File: src/design/rne_pkg.sv
// Shared types, constants and helper functions for the Roman numeral encoder.
// Used by rne_front, rne_queue, rne_back and roman_numeral_encoder.
// No dependencies.
package rne_pkg;

	// Largest number that has a Roman numeral in this encoder
	localparam int unsigned MaxValue = 3999;

	// Depth of the queue between front and back
	localparam int unsigned QueueDepth = 2;
	localparam int unsigned PtrW       = (QueueDepth > 1) ? $clog2(QueueDepth) : 1;
	localparam int unsigned CountW     = $clog2(QueueDepth + 1);

	typedef logic [3:0]  digit_t;
	typedef logic [11:0] rem_t;
	typedef logic [7:0]  sym_t;

	// One classified request: error flag and decimal digits, [3] = thousands
	typedef struct packed {
		logic             err;
		digit_t [3:0]     dig;
	} entry_t;

	// Place values of the front's digit steps
	localparam rem_t UnitThousand = 12'd1000;
	localparam rem_t UnitHundred  = 12'd100;
	localparam rem_t UnitTen      = 12'd10;

	// ASCII codes of the symbols
	localparam sym_t SymM = 8'h4D;
	localparam sym_t SymD = 8'h44;
	localparam sym_t SymC = 8'h43;
	localparam sym_t SymL = 8'h4C;
	localparam sym_t SymX = 8'h58;
	localparam sym_t SymV = 8'h56;
	localparam sym_t SymI = 8'h49;
	localparam sym_t SymNone = 8'h00;

	// Symbols per place, index 0 = units ... 3 = thousands
	localparam sym_t [3:0] SymOne  = {SymM, SymC, SymX, SymI};
	localparam sym_t [3:0] SymFive = {SymNone, SymD, SymL, SymV};
	localparam sym_t [3:0] SymTen  = {SymNone, SymM, SymC, SymX};

	// Decimal digit of rem at the given place value (rem < 10 * unit)
	function automatic digit_t digit_of(rem_t rem, rem_t unit);
		digit_t     d;
		logic [13:0] lim;
		d = '0;
		for (int k = 1; k <= 9; k++) begin
			lim = 14'(k) * 14'(unit);
			if (14'(rem) >= lim)
				d = 4'(k);
		end
		return d;
	endfunction

	// Remainder after taking that digit off
	function automatic rem_t rem_after(rem_t rem, rem_t unit, digit_t d);
		rem_t prod;
		prod = rem_t'(d) * unit;
		return rem - prod;
	endfunction

	// Number of characters a digit spells out
	function automatic logic [2:0] digit_len(digit_t d);
		logic [2:0] n;
		case (d)
			4'd0:    n = 3'd0;
			4'd1:    n = 3'd1;
			4'd2:    n = 3'd2;
			4'd3:    n = 3'd3;
			4'd4:    n = 3'd2;
			4'd5:    n = 3'd1;
			4'd6:    n = 3'd2;
			4'd7:    n = 3'd3;
			4'd8:    n = 3'd4;
			4'd9:    n = 3'd2;
			default: n = 3'd0;
		endcase
		return n;
	endfunction

	// Character at position pos of digit d at the given place
	function automatic sym_t sym_of(logic [1:0] place, digit_t d, logic [1:0] pos);
		sym_t s;
		if (d == 4'd9)
			s = (pos == 2'd0) ? SymOne[place] : SymTen[place];
		else if (d == 4'd4)
			s = (pos == 2'd0) ? SymOne[place] : SymFive[place];
		else if (d >= 4'd5)
			s = (pos == 2'd0) ? SymFive[place] : SymOne[place];
		else
			s = SymOne[place];
		return s;
	endfunction

endpackage

File: src/design/rne_front.sv
// Front end: accepts numbers, flags out-of-range ones and splits the rest
// into decimal digits (thousands, hundreds, then tens and units together), one step per cycle. Depends on rne_pkg.
module rne_front (
	input  logic                  clk,
	input  logic                  arst_n,
	input  logic                  push,
	input  logic [15:0]           value,
	output logic                  full,
	output logic                  q_push,
	output rne_pkg::entry_t       q_entry,
	input  logic                  q_full
);

	typedef enum logic [2:0] {
		F_IDLE,
		F_THOU,
		F_HUND,
		F_TENS,
		F_PUSH
	} front_state_t;

	front_state_t     state_q;
	rne_pkg::rem_t    rem_q;
	rne_pkg::entry_t  ent_q;

	logic             in_err;
	rne_pkg::rem_t    unit;
	rne_pkg::digit_t  dig_c;
	rne_pkg::rem_t    rem_c;

	// range check on the incoming number
	assign in_err = (value == 16'd0) || (value > 16'(rne_pkg::MaxValue));

	// one digit step per cycle
	always_comb begin
		case (state_q)
			F_THOU:  unit = rne_pkg::UnitThousand;
			F_HUND:  unit = rne_pkg::UnitHundred;
			default: unit = rne_pkg::UnitTen;
		endcase
		dig_c = rne_pkg::digit_of(rem_q, unit);
		rem_c = rne_pkg::rem_after(rem_q, unit, dig_c);
	end

	// sequencer
	always_ff @(posedge clk or negedge arst_n) begin
		if (!arst_n) begin
			state_q <= F_IDLE;
		end else begin
			case (state_q)
				F_IDLE: begin
					if (push) begin
						ent_q.err <= in_err;
						rem_q     <= value[11:0];
						state_q   <= in_err ? F_PUSH : F_THOU;
					end
				end
				F_THOU: begin
					ent_q.dig[3] <= dig_c;
					rem_q        <= rem_c;
					state_q      <= F_HUND;
				end
				F_HUND: begin
					ent_q.dig[2] <= dig_c;
					rem_q        <= rem_c;
					state_q      <= F_TENS;
				end
				F_TENS: begin
					ent_q.dig[1] <= dig_c;
					ent_q.dig[0] <= rem_c[3:0];
					state_q      <= F_PUSH;
				end
				F_PUSH: begin
					if (!q_full)
						state_q <= F_IDLE;
				end
				default: begin
					state_q <= F_IDLE;
				end
			endcase
		end
	end

	assign full    = (state_q != F_IDLE);
	assign q_push  = (state_q == F_PUSH) && !q_full;
	assign q_entry = ent_q;

endmodule

File: src/design/rne_queue.sv
// Short queue of classified requests between front and back.
// Depends on rne_pkg.
module rne_queue (
	input  logic             clk,
	input  logic             arst_n,
	input  logic             wr_en,
	input  rne_pkg::entry_t  wr_entry,
	output logic             full,
	input  logic             rd_en,
	output rne_pkg::entry_t  rd_entry,
	output logic             empty
);

	rne_pkg::entry_t                  mem_q [rne_pkg::QueueDepth];
	logic [rne_pkg::PtrW-1:0]         wr_ptr_q;
	logic [rne_pkg::PtrW-1:0]         rd_ptr_q;
	logic [rne_pkg::CountW-1:0]       count_q;
	logic                             do_wr;
	logic                             do_rd;

	assign full  = (count_q == rne_pkg::CountW'(rne_pkg::QueueDepth));
	assign empty = (count_q == '0);
	assign do_wr = wr_en && !full;
	assign do_rd = rd_en && !empty;

	// storage
	always_ff @(posedge clk) begin
		if (do_wr)
			mem_q[wr_ptr_q] <= wr_entry;
	end

	assign rd_entry = mem_q[rd_ptr_q];

	// pointers and fill count
	always_ff @(posedge clk or negedge arst_n) begin
		if (!arst_n) begin
			wr_ptr_q <= '0;
			rd_ptr_q <= '0;
			count_q  <= '0;
		end else begin
			if (do_wr) begin
				if (wr_ptr_q == rne_pkg::PtrW'(rne_pkg::QueueDepth - 1))
					wr_ptr_q <= '0;
				else
					wr_ptr_q <= wr_ptr_q + 1'b1;
			end
			if (do_rd) begin
				if (rd_ptr_q == rne_pkg::PtrW'(rne_pkg::QueueDepth - 1))
					rd_ptr_q <= '0;
				else
					rd_ptr_q <= rd_ptr_q + 1'b1;
			end
			if (do_wr && !do_rd)
				count_q <= count_q + 1'b1;
			else if (do_rd && !do_wr)
				count_q <= count_q - 1'b1;
		end
	end

endmodule

File: src/design/rne_back.sv
// Back end: walks a request's digits from thousands down, emitting one Roman
// symbol per cycle while the output register is free or popped. Depends on rne_pkg.
module rne_back (
	input  logic             clk,
	input  logic             arst_n,
	input  rne_pkg::entry_t  q_entry,
	input  logic             q_empty,
	output logic             q_pop,
	output logic [7:0]       symbol,
	output logic             last,
	output logic             error,
	output logic             empty,
	input  logic             pop
);

	logic                busy_q;
	rne_pkg::entry_t     ent_q;
	logic [1:0]          place_q;
	logic [1:0]          pos_q;
	logic                out_v_q;
	rne_pkg::sym_t       sym_q;
	logic                last_q;
	logic                err_q;

	rne_pkg::digit_t     cur_d;
	logic [2:0]          cur_len;
	logic                rest_zero;
	logic                pos_end;
	logic                can_out;
	logic                fire;
	rne_pkg::sym_t       cur_sym;

	// current digit and whether it finishes the numeral
	always_comb begin
		cur_d     = ent_q.dig[place_q];
		cur_len   = rne_pkg::digit_len(cur_d);
		cur_sym   = rne_pkg::sym_of(place_q, cur_d, pos_q);
		pos_end   = ((3'(pos_q) + 3'd1) == cur_len);
		rest_zero = 1'b1;
		for (int p = 0; p < 4; p++) begin
			if ((2'(p) < place_q) && (ent_q.dig[p] != 4'd0))
				rest_zero = 1'b0;
		end
	end

	assign can_out = !out_v_q || pop;
	assign q_pop   = !busy_q && !q_empty;
	// a symbol goes into the output register this cycle
	assign fire    = busy_q && can_out && (ent_q.err || (cur_len != 3'd0));

	// digit walker and output register
	always_ff @(posedge clk or negedge arst_n) begin
		if (!arst_n) begin
			busy_q  <= 1'b0;
			out_v_q <= 1'b0;
			place_q <= '0;
			pos_q   <= '0;
		end else begin
			if (fire)
				out_v_q <= 1'b1;
			else if (pop)
				out_v_q <= 1'b0;

			if (!busy_q) begin
				if (!q_empty) begin
					ent_q   <= q_entry;
					busy_q  <= 1'b1;
					place_q <= 2'd3;
					pos_q   <= 2'd0;
				end
			end else if (ent_q.err) begin
				if (can_out) begin
					sym_q   <= rne_pkg::SymNone;
					last_q  <= 1'b1;
					err_q   <= 1'b1;
					busy_q  <= 1'b0;
				end
			end else if (cur_len == 3'd0) begin
				// zero digit spells nothing
				if (place_q == 2'd0)
					busy_q <= 1'b0;
				else
					place_q <= place_q - 1'b1;
			end else if (can_out) begin
				sym_q   <= cur_sym;
				last_q  <= pos_end && rest_zero;
				err_q   <= 1'b0;
				if (pos_end) begin
					if (rest_zero || (place_q == 2'd0)) begin
						busy_q <= 1'b0;
					end else begin
						place_q <= place_q - 1'b1;
						pos_q   <= 2'd0;
					end
				end else begin
					pos_q <= pos_q + 1'b1;
				end
			end
		end
	end

	assign symbol = sym_q;
	assign last   = last_q;
	assign error  = err_q;
	assign empty  = !out_v_q;

endmodule

File: src/design/roman_numeral_encoder.sv
// Roman numeral encoder, top level: front end, request queue and back end.
// Depends on rne_pkg, rne_front, rne_queue and rne_back.
//
// Each number pushed in comes out as its Roman numeral (subtractive form),
// one ASCII symbol per result, most significant first, with last set on the
// final symbol. Zero and numbers above 3999 give a single result with symbol
// 0, last 1 and error 1. The front end takes a number, splits it into decimal
// digits (thousands, hundreds, then tens and units together), then hands it to
// the two-deep queue; full is high from the cycle after acceptance until the
// request enters the queue, so the front end holds only one number at a time.
// The back end emits one symbol per cycle while its output register is free or
// popped, loads each request before its first symbol and passes over each zero
// digit above the lowest nonzero one without emitting. A numeral has at most 15
// symbols. With the output popped every cycle the slower side sets the
// sustained rate: the back end for long numerals, the front end for short ones.
module roman_numeral_encoder (
	input  logic        clk,
	input  logic        arst_n,
	input  logic        push,
	input  logic [15:0] value,
	output logic        full,
	output logic [7:0]  symbol,
	output logic        last,
	output logic        error,
	output logic        empty,
	input  logic        pop
);

	logic             fq_push;
	rne_pkg::entry_t  fq_entry;
	logic             fq_full;
	logic             qb_pop;
	rne_pkg::entry_t  qb_entry;
	logic             qb_empty;

	// classify and split
	rne_front u_front (
		.clk     (clk),
		.arst_n  (arst_n),
		.push    (push),
		.value   (value),
		.full    (full),
		.q_push  (fq_push),
		.q_entry (fq_entry),
		.q_full  (fq_full)
	);

	// decoupling queue
	rne_queue u_queue (
		.clk      (clk),
		.arst_n   (arst_n),
		.wr_en    (fq_push),
		.wr_entry (fq_entry),
		.full     (fq_full),
		.rd_en    (qb_pop),
		.rd_entry (qb_entry),
		.empty    (qb_empty)
	);

	// symbol emission
	rne_back u_back (
		.clk     (clk),
		.arst_n  (arst_n),
		.q_entry (qb_entry),
		.q_empty (qb_empty),
		.q_pop   (qb_pop),
		.symbol  (symbol),
		.last    (last),
		.error   (error),
		.empty   (empty),
		.pop     (pop)
	);

endmodule

File: config.mk
export PLATFORM = sky130hd
export DESIGN_NAME = roman_numeral_encoder
export DESIGN_NICKNAME = d
export VERILOG_FILES = /design/src/design/rne_pkg.sv /design/src/design/rne_front.sv /design/src/design/rne_queue.sv /design/src/design/rne_back.sv /design/src/design/roman_numeral_encoder.sv
export SDC_FILE = /design/constraint.sdc
export NUM_CORES = 1
export LEC_CHECK = 0
export ABC_AREA = 0
export BUFFER_PORTS_ARGS = -buffer_cell sky130_fd_sc_hd__buf_2
export CAP_MARGIN = 0
export CORE_UTILIZATION = 68
export CTS_CLUSTER_DIAMETER = 50
export CTS_CLUSTER_SIZE = 25
export DETAILED_ROUTE_END_ITERATION = 16
export PLACE_DENSITY_LB_ADDON = 0.15
export SETUP_SLACK_MARGIN = 0.02
export SKIP_LAST_GASP = 1
export SYNTH_ARGS = -nofsm -noshare
export SYNTH_HDL_FRONTEND = slang
export SYNTH_HIERARCHICAL = 1
export SYNTH_SLANG_ARGS = --single-unit
File: constraint.sdc
create_clock -name clk -period 18.9 [get_ports clk]
set_clock_uncertainty 0.15 [all_clocks]
set_input_delay 1.89 -clock clk [delete_from_list [all_inputs] [get_ports clk]]
set_output_delay 1.89 -clock clk [all_outputs]
set_load 0.02 [all_outputs]
==> results of run 1 <==
-- layout by cell type, fill, tap and decap left out, drive strengths merged, types with 8 or more instances in the layout --
cell    count
fa         17
a21o       10
o21a       13
nor2       46
buf        31
clkbuf      9
edfxtp     88
nand2      49
ha         90
nand3       8
o21ai      30
nor3       21
inv        78
a21oi      30
nand2b      9
dfrtp      13
a211oi     12
mux2       19
xnor2      10
-- flip-flops by register name, summed over array words and instances, names as in the netlist, 2 cells and up --
register	cells
u_back/ent_q	17
u_back/place_q	2
u_back/pos_q	2
u_back/symbol	6
u_front/q_entry	17
u_front/rem_q	12
u_front/state_q	3
u_queue/count_q	2
u_queue/mem_q	34
-- cell usage after synthesis (3+ instances only) --
master | count | area share (%)
ha_1 | 90 | 15
edfxtp_1 | 88 | 36
inv_1 | 74 | 3.8
nand2_1 | 48 | 2.5
nor2_1 | 44 | 2.3
a21oi_1 | 29 | 2.0
o21ai_0 | 29 | 2.0
nor3_1 | 20 | 1.4
fa_1 | 17 | 4.6
dfrtp_1 | 13 | 4.4
a211oi_1 | 12 | 1.2
o21a_1 | 12 | 1.2
mux2_2 | 10 | 1.5
xnor2_1 | 10 | 1.2
a21o_1 | 9 | 0.92
mux2_4 | 9 | 1.8
nand2b_1 | 9 | 0.77
nand3_1 | 7 | 0.48
nand4_1 | 7 | 0.60
clkbuf_1 | 6 | 0.31
nor2b_1 | 6 | 0.51
nor4_1 | 6 | 0.51
o31ai_1 | 6 | 0.61
or3_1 | 6 | 0.51
xor2_1 | 6 | 0.72
a2111oi_0 | 5 | 0.60
and2_1 | 5 | 0.43
a211o_1 | 4 | 0.48
and3_1 | 4 | 0.34
buf_6 | 4 | 0.61
mux4_2 | 4 | 1.2
nor3b_1 | 4 | 0.41
o211ai_1 | 4 | 0.41
a31oi_1 | 3 | 0.26
mux2i_1 | 3 | 0.41
nand4b_1 | 3 | 0.36
o2111ai_1 | 3 | 0.36
or2_2 | 3 | 0.26
-- per-stage QoR --
stage               std cells  utilization [%]  hold slack (ns)
floorplan                 672                -            0.271
global placement          825             72.8            0.274
detailed placement        825             72.8            0.280
CTS                       841             74.9            0.298
global route              841             74.9            0.308
finish                    841             74.9            0.303
-- final timing paths --
kind	from	endpoint	slack, ns	cells past startpoint
hold reg to reg	u_front/q_entry[15]$_DFFE_PP_	u_queue/mem_q[1][15]$_DFFE_PP_	0.30	0
setup reg to reg	u_front/state_q[2]$_DFFE_PN0P_	u_front/rem_q[11]$_DFFE_PP_	10.65	24
min in group asynchronous	arst_n	u_back/place_q[1]$_DFFE_PN0P_	1.27	1
setup / recovery	u_front/state_q[2]$_DFFE_PN0P_	u_front/rem_q[11]$_DFFE_PP_	10.65	24
hold / removal	u_front/q_entry[15]$_DFFE_PP_	u_queue/mem_q[1][15]$_DFFE_PP_	0.30	0
max in group asynchronous	arst_n	u_queue/count_q[1]$_DFFE_PN0P_	17.05	1
-- power by group --
| part | total [mW] | switching, mW | internal (mW) |
|---|---|---|---|
| Clock | 0.138 | 0.0842 | 0.0540 |
| Combinational | 0.436 | 0.251 | 0.184 |
| Sequential | 0.361 | 0.0533 | 0.308 |
-- worst register-to-register path, stage by stage, from the launching register on --
cell       delay, ns
dfrtp_1         0.49
or3b_1          0.42
ha_1            0.65
buf_4           0.39
inv_1           0.29
ha_1            0.27
a2111oi_0       0.36
nand2_1         0.08
a31oi_1         0.16
o22ai_1         0.12
nor2_1          0.28
clkinv_1        0.34
or3_1           0.45
fa_1            0.39
fa_1            0.49
inv_1           0.05
fa_1            0.50
inv_1           0.04
ha_1            0.36
and3_1          0.23
a2111oi_0       0.69
o21ai_0         0.23
a31oi_1         0.24
xnor2_1         0.10
mux2_2          0.27
-- per-layer routing --
layer  up-vias  wire (microns)  track usage [%]
li1       2496               -                -
met1      2538            6630             36.8
met2       173            8430             54.2
met3        45             811             4.33
met4         0             627             17.4
met5         -               0                0
-- area by class of cell --
cell class / instances / area share, %
inverters: 76 / 3.70
flip-flops and latches: 101 / 38.2
repair buffers: 31 / 2.06
clock inverters: 7 / 1.18
well taps: 136 / 2.19
clock buffers: 9 / 1.59
multi-input cells: 481 / 51.1
-- cell families (layout without fill, tap and decap cells) --
family,Yosys count,after routing,synth area share (%)
simple gates,187,187,13.4
flops,101,101,40.5
other cells,2,3,0.102
xor+xnor,16,16,1.91
mux,27,27,5.33
buf+inv,90,123,5.51
compound gates,141,141,13.3
fa+ha+maj,107,107,20.0
==> results.txt, run 1 <==
The mean area per synthesized cell came out at 10.9 sq um. Setup repair after global routing left no endpoint under its margin. The critical path goes through or3b_1 > ha_1 > buf_4 > inv_1 > ha_1 > a2111oi_0 > nand2_1 > a31oi_1 > o22ai_1 > nor2_1 > clkinv_1 > or3_1 > fa_1 > fa_1 > inv_1 > fa_1 > inv_1 > ha_1 > and3_1 > a2111oi_0 > o21ai_0 > a31oi_1 > xnor2_1 > mux2_2. In this run the standard cell core region covers 0.0104 sq mm. Once detail routing completed, the nets flagged for antenna violations numbered 0. The clock-pin transition on the worst setup and hold timing paths is roughly 0.12 ns. The share of synthesized flip-flops with an asynchronous set or reset came out at 12.9%. At the worst endpoint, the required time is between 15 and 20 ns. The tree built by TritonCTS fans out to about 100 sinks. The number of CTS-inserted buffers came out at 9.

For this run, the number of Yosys warnings is 6. The layout-stage area growth over the synthesis result came out at 5.97%. The critical path's largest stage delay is just under 0.7 ns. The width of the die is 106 microns.

The worst endpoint data arrival time is just over 8 ns. Entering global routing, the biggest net connects 28 pins. Once the clock tree was built, the setup fixing pass inserted 0 buffers.

The total design power came out at 935 uW. The die is around 110 microns tall. The pre-antenna-repair detailed-routing pass consisted of 5 iterations. The number of diodes is 0.

The final period demand of the worst path is 8.25 ns. Clock latency on the worst-skew pair, taken at its later pin, is 0.39 ns. The total power per unit cell area is 120 mW/mm^2. The maximum root-to-sink buffer count is 2. The number of flops mapped to enable cells by yosys came out at 88. The maximum level of the CTS H-tree is 3. The I/O pin count is 32.

VDD sags by at most slightly above 0.00007 V. The total congestion overflow after global routing is 0. The via count of the first global-routing pass came out at ~5.2k. The worst setup path is of the flop to flop kind. The cell count after synthesis is about 670. The initial antenna violation count is 0. The routed design has ~17000 microns of wire.

In the final routed layout, each cell accounts on average for slightly below 20 microns. The number of inserted filler cells in the final layout came out at 712. The number of max-capacitance violations reported came out at 0. The most used flip-flop cell after synthesis is edfxtp_1.

The net total in the final layout came out at between 800 and 900. The combined global-route utilization of all metal layers came out at 31.0%. The sequential element share of the synthesized area is roughly 40%. The count of endpoints failing hold in the final timing report came out at 0. In this run, synthesis produced a sequential element count of slightly above 100. The number of pins with negative max-slew slack in the final report came to 0. STA classifies the critical path startpoint as a flop. The number of buffer and inverter instances along the worst setup path is 5. Summing all multi-input logic gate instances after layout gives about 0.0040 sq mm. Once placement finished, the instance area stood at around 0.0076 sq mm.

Summed over all cells, the static leakage comes to ~3.3 nW. Headroom to the max-slew limit came out at between 20% and 30%. The min-delay analysis places its worst path in the category flop to flop. The cell sitting at the root of the clock tree is a clkbuf_8. In this run the tool buffered the top-level ports with 29 buffer cells. The final setup violation count is 0. TritonCTS built the clock tree. The area of the mapped netlist came out at between 0.007 and 0.008 sq mm. The achievable frequency is around 120 MHz. The first-pass GRT wire length is 26300 microns. The violation count after the first detailed-routing iteration came out at 412. The number of instances resized during post-cts repair is 0. The total vias in the final route is roughly 5.3k.

The kind of end point of the critical path is a flop. Detailed placement finished with a half-perimeter wire length of 12800 microns. The sum of negative setup slack is 0 ns. The congestion estimate from routability-driven global placement came to 0.963. The DRC violation count after routing came out at 0. The final critical-path setup slack came out at roughly 11 ns. The average via count per standard cell came out at 6.24.

The row count came out at 37. The kind of cell with the highest combined delay along the critical path is adder cells. The number of hold buffers added after CTS came out at 0. The share of layout cells above drive strength 1 is between 10% and 20%.

The flow ran to the end, and the final reports show no timing, DRC or antenna violations. Among all stages on the critical path, the largest delay is contributed by a2111oi_0. The total area of sequential cells came out at ~0.0030 sq mm. The post-synthesis cell type count is between 70 and 80. The pin slew with the least headroom to its limit is ~1.1 ns. Before CTS, the worst setup slack after placement is approximately 11 ns. The cell area after layout came out at 0.00777 sq mm. The area of the die is approximately 0.011 sq mm. The biggest fanout along the worst timing path came out at 27.

The part of the cycle the worst path needs is 43.7%. Once the floorplan was initialized, standard cells occupied 70.7% of the core.
Power figures use the tool's default switching activity.
==> run 2, diff against run 1 <==
--- a/config.mk
+++ b/config.mk
@@ -8,7 +8,7 @@
 export ABC_AREA = 0
 export BUFFER_PORTS_ARGS = -buffer_cell sky130_fd_sc_hd__buf_2
 export CAP_MARGIN = 0
-export CORE_UTILIZATION = 68
+export CORE_UTILIZATION = 63
 export CTS_CLUSTER_DIAMETER = 50
 export CTS_CLUSTER_SIZE = 25
 export DETAILED_ROUTE_END_ITERATION = 16
==> constraint.sdc (replaced) <==
create_clock -name clk -period 7.9 [get_ports clk]
set_clock_uncertainty 0.15 [all_clocks]
set_input_delay 0.79 -clock clk [delete_from_list [all_inputs] [get_ports clk]]
set_output_delay 0.79 -clock clk [all_outputs]
set_load 0.02 [all_outputs]
==> run 2 against run 1 <==
  * Total power grew to 2.5 times the previous value
  * Worst hold slack lost 0.10 ns
  * Register-to-register slack lost 10 ns
  * Clock power grew to 3.3 times the previous value
  * Global-route usage shrank 0.64 points
  * Maximum frequency grew 13%
  * Via count grew 2.3%
  * Combinational power grew 140%
  * Worst setup slack lost 10 ns
  * Critical endpoint unchanged
  * Largest power group unchanged
==> results.txt, run 2 (same netlist as run 1, synthesis figures left out) <==
The maximum root-to-sink buffer count is 2 (unchanged). The DRC violation count after routing is 0 (unchanged). The maximum ir drop on the vdd rail was 0.000267 V (was 0.0000711 V).

The combined global-route utilization of all metal layers came out at 30.4% (was 31.0%). The number of diodes is 0 (unchanged). The final setup violation count came out at 0 (unchanged).

The number of cells after detailed placement came out at 837 (was 825). The die height came out at 110 microns (was 106 microns). The flip-flop count of the largest register after layout is 34 (unchanged).

The slack of the worst reg-to-reg path is 0.58 ns (was 10.65 ns). The first-pass GRT wire length is 27200 microns (was 26300 microns). The total vias in the final route came out at 5372 (was 5252). The violation count after the first detailed-routing iteration came out at 473 (was 412). The latest clock arrival within the worst-skew pair is 0.34 ns (was 0.39 ns). The number of CTS-inserted buffers came to 9 (unchanged).

The number of max-capacitance violations reported came to 0 (unchanged). The count of endpoints failing hold in the final timing report came out at 0 (unchanged). The headroom to the max-slew limit is 15.1% (was 29.4%). The critical register-to-register path startpoint is u_front/state_q[2]$_DFFE_PN0P_ (unchanged). The via count of the first global-routing pass came out at 5311 (was 5223). The count of input and output buffers is 29 (unchanged). The total power per unit cell area is 299 mW/mm^2 (was 120 mW/mm^2). The core region area came out at 0.0114 sq mm (was 0.0104 sq mm). The width of the die came out at 110 microns (was 106 microns). The biggest fanout along the worst timing path came to 10 (was 27). The total congestion overflow after global routing came out at 0 (unchanged). The final period demand of the worst path is 7.32 ns (was 8.25 ns). The terminus of the critical flop-to-flop path is u_front/rem_q[11]$_DFFE_PP_ (unchanged). The register containing the most flip-flops in the final layout is u_queue/mem_q (unchanged). The kind of end point of the critical path is a flop (unchanged).

The initial antenna violation count came to 0 (unchanged). The sum of negative setup slack is 0 ns (unchanged). The net total in the final layout is 832 (was 827). Status: finished clean (unchanged). The logic depth of the worst register-to-register path is 26 (was 24).

The startpoint class of the critical path is a flop (unchanged). The required time at the endpoint of the critical path came to 7.85 ns (was 18.91 ns). The core utilization of the finished layout came to 69.7% (was 74.9%). The global-route met3 utilization is 6.40% (was 4.33%). The area of the die came out at 0.0121 sq mm (was 0.0112 sq mm). The most common cell after layout, fill and taps aside is ha_1 (unchanged).

The peak-usage layer in the global routing report is met2 (unchanged). The final cell count without fillers is 853 (was 841). The routing usage on met2 was 47.9% (was 54.2%). The total wire length is 16800 microns (was 16500 microns). The start-to-end type of the worst setup path was flop to flop (unchanged).

The total design power is 2.37 mW (was 935 uW). The maximum level of the CTS H-tree came to 3 (unchanged). Top library cells by usage in the layout, fill and taps aside: ha_1 (89), edfxtp_1 (88), inv_1 (74) (was ha_1 (90), edfxtp_1 (88), inv_1 (74)).

The clock-pin transition on the worst setup and hold timing paths is 0.08 ns (was 0.12 ns). The average wire length per cell after detail routing was 19.7 microns (was 19.6 microns). The number of pins with negative max-slew slack in the final report is 0 (unchanged). Setup repair after global routing missed its margin: false (unchanged). The HPWL after detailed placement was 12700 microns (was 12800 microns).

The row count is 39 (was 37). The share of layout cells above drive strength 1 came out at 13.9% (was 13.0%). The kind of path behind the tightest hold check was input port to asynchronous set/reset pin (was flop to flop). The last weighted congestion value of the routability-driven placer is 0.956 (was 0.963). The number of iterations in the first detailed-routing pass is 5 (unchanged). The total clock sinks was 101 (unchanged). The global routing usage on met1 came out at 42.4% (was 36.8%).

The remaining number of nets flagged by the antenna check after routing is 0 (unchanged). The pin count of the biggest net entering global routing is 24 (was 28). The worst endpoint data arrival time is 7.27 ns (was 8.26 ns). The clock root buffer was clkbuf_16 (was clkbuf_8). The achievable frequency came to 137 MHz (was 121 MHz).

The TritonCTS clock tree was built (unchanged). The pin slew with the least headroom to its limit is 1.27 ns (was 1.06 ns). The layout-stage area growth over the synthesis result came to 8.11% (was 5.97%).

The leakage power came out at 3.34 nW (was 3.27 nW). The I/O pin count is 32 (unchanged). The starting utilization of the core area is 64.5% (was 70.7%). The part of the cycle the worst path needs came out at 92.6% (was 43.7%). The average via count per standard cell came out at 6.30 (was 6.24).
run 2: repair_timing:
action | 4_1_cts | 5_1_grt
gates resized for setup | 0 | 3
setup endpoints to repair | 0 | 2
hold buffers | 0 | 0
buffers inserted | 0 | 0
run 2: layer usage:
layer | wire [microns] | up-vias
met5 | 0 | -
met4 | 339 | 0
met3 | 1500 | 32
met2 | 7770 | 247
met1 | 7210 | 2582
li1 | - | 2511
run 2: per-stage QoR:
stage	instance area (sq um)	worst slack (ns)	hold WS, ns
after CTS	7920	0.289	0.209
after floorplan	7330	0.398	0.271
after detailed placement	7600	0.350	0.279
final	7930	0.581	0.199
after global routing	7930	0.0629	0.229
after global placement	7600	0.619	0.274
run 2: worst max path at each step:
stage                                               from                          end  slack, ns  cells past startpoint
after floorplan           u_front/state_q[2]$_DFFE_PN0P_  u_front/rem_q[11]$_DFFE_PP_       0.40                     27
after global placement    u_front/state_q[2]$_DFFE_PN0P_  u_front/rem_q[11]$_DFFE_PP_       0.62                     24
after detailed placement  u_front/state_q[2]$_DFFE_PN0P_  u_front/rem_q[11]$_DFFE_PP_       0.35                     26
after CTS                 u_front/state_q[2]$_DFFE_PN0P_  u_front/rem_q[11]$_DFFE_PP_       0.29                     26
after global routing      u_front/state_q[2]$_DFFE_PN0P_  u_front/rem_q[11]$_DFFE_PP_       0.06                     26
final                     u_front/state_q[2]$_DFFE_PN0P_  u_front/rem_q[11]$_DFFE_PP_       0.58                     26
run 2: where the power goes:
part           switching, mW  internal [mW]  total, mW
clock network          0.226          0.230      0.455
logic                  0.608          0.447       1.05
registers              0.122          0.738      0.860
run 2: final cells by class:
type	instances	area, sq um
multi-input cells	481	3980
fillers	805	3440
flip-flops and latches	101	2970
inverters	76	288
clock buffers	9	225
repair buffers	36	198
well taps	143	179
clock inverters	7	91.3
run 2: worst max-delay path, stage by stage, from the launching register on:
cell	delay, ns
dfrtp_1	0.47
nor2_1	0.19
nand2_1	0.09
buf_4	0.19
inv_1	0.21
ha_2	0.37
inv_1	0.11
ha_1	0.32
a2111oi_0	0.47
nand2_1	0.09
a31oi_1	0.18
o22ai_1	0.14
nor2_1	0.27
o31a_1	0.39
nand2_1	0.13
fa_1	0.43
fa_1	0.50
inv_1	0.06
fa_1	0.52
inv_1	0.05
ha_1	0.36
and3_1	0.24
a2111oi_2	0.45
o21ai_0	0.15
a31oi_1	0.22
xnor2_1	0.08
mux2_2	0.26
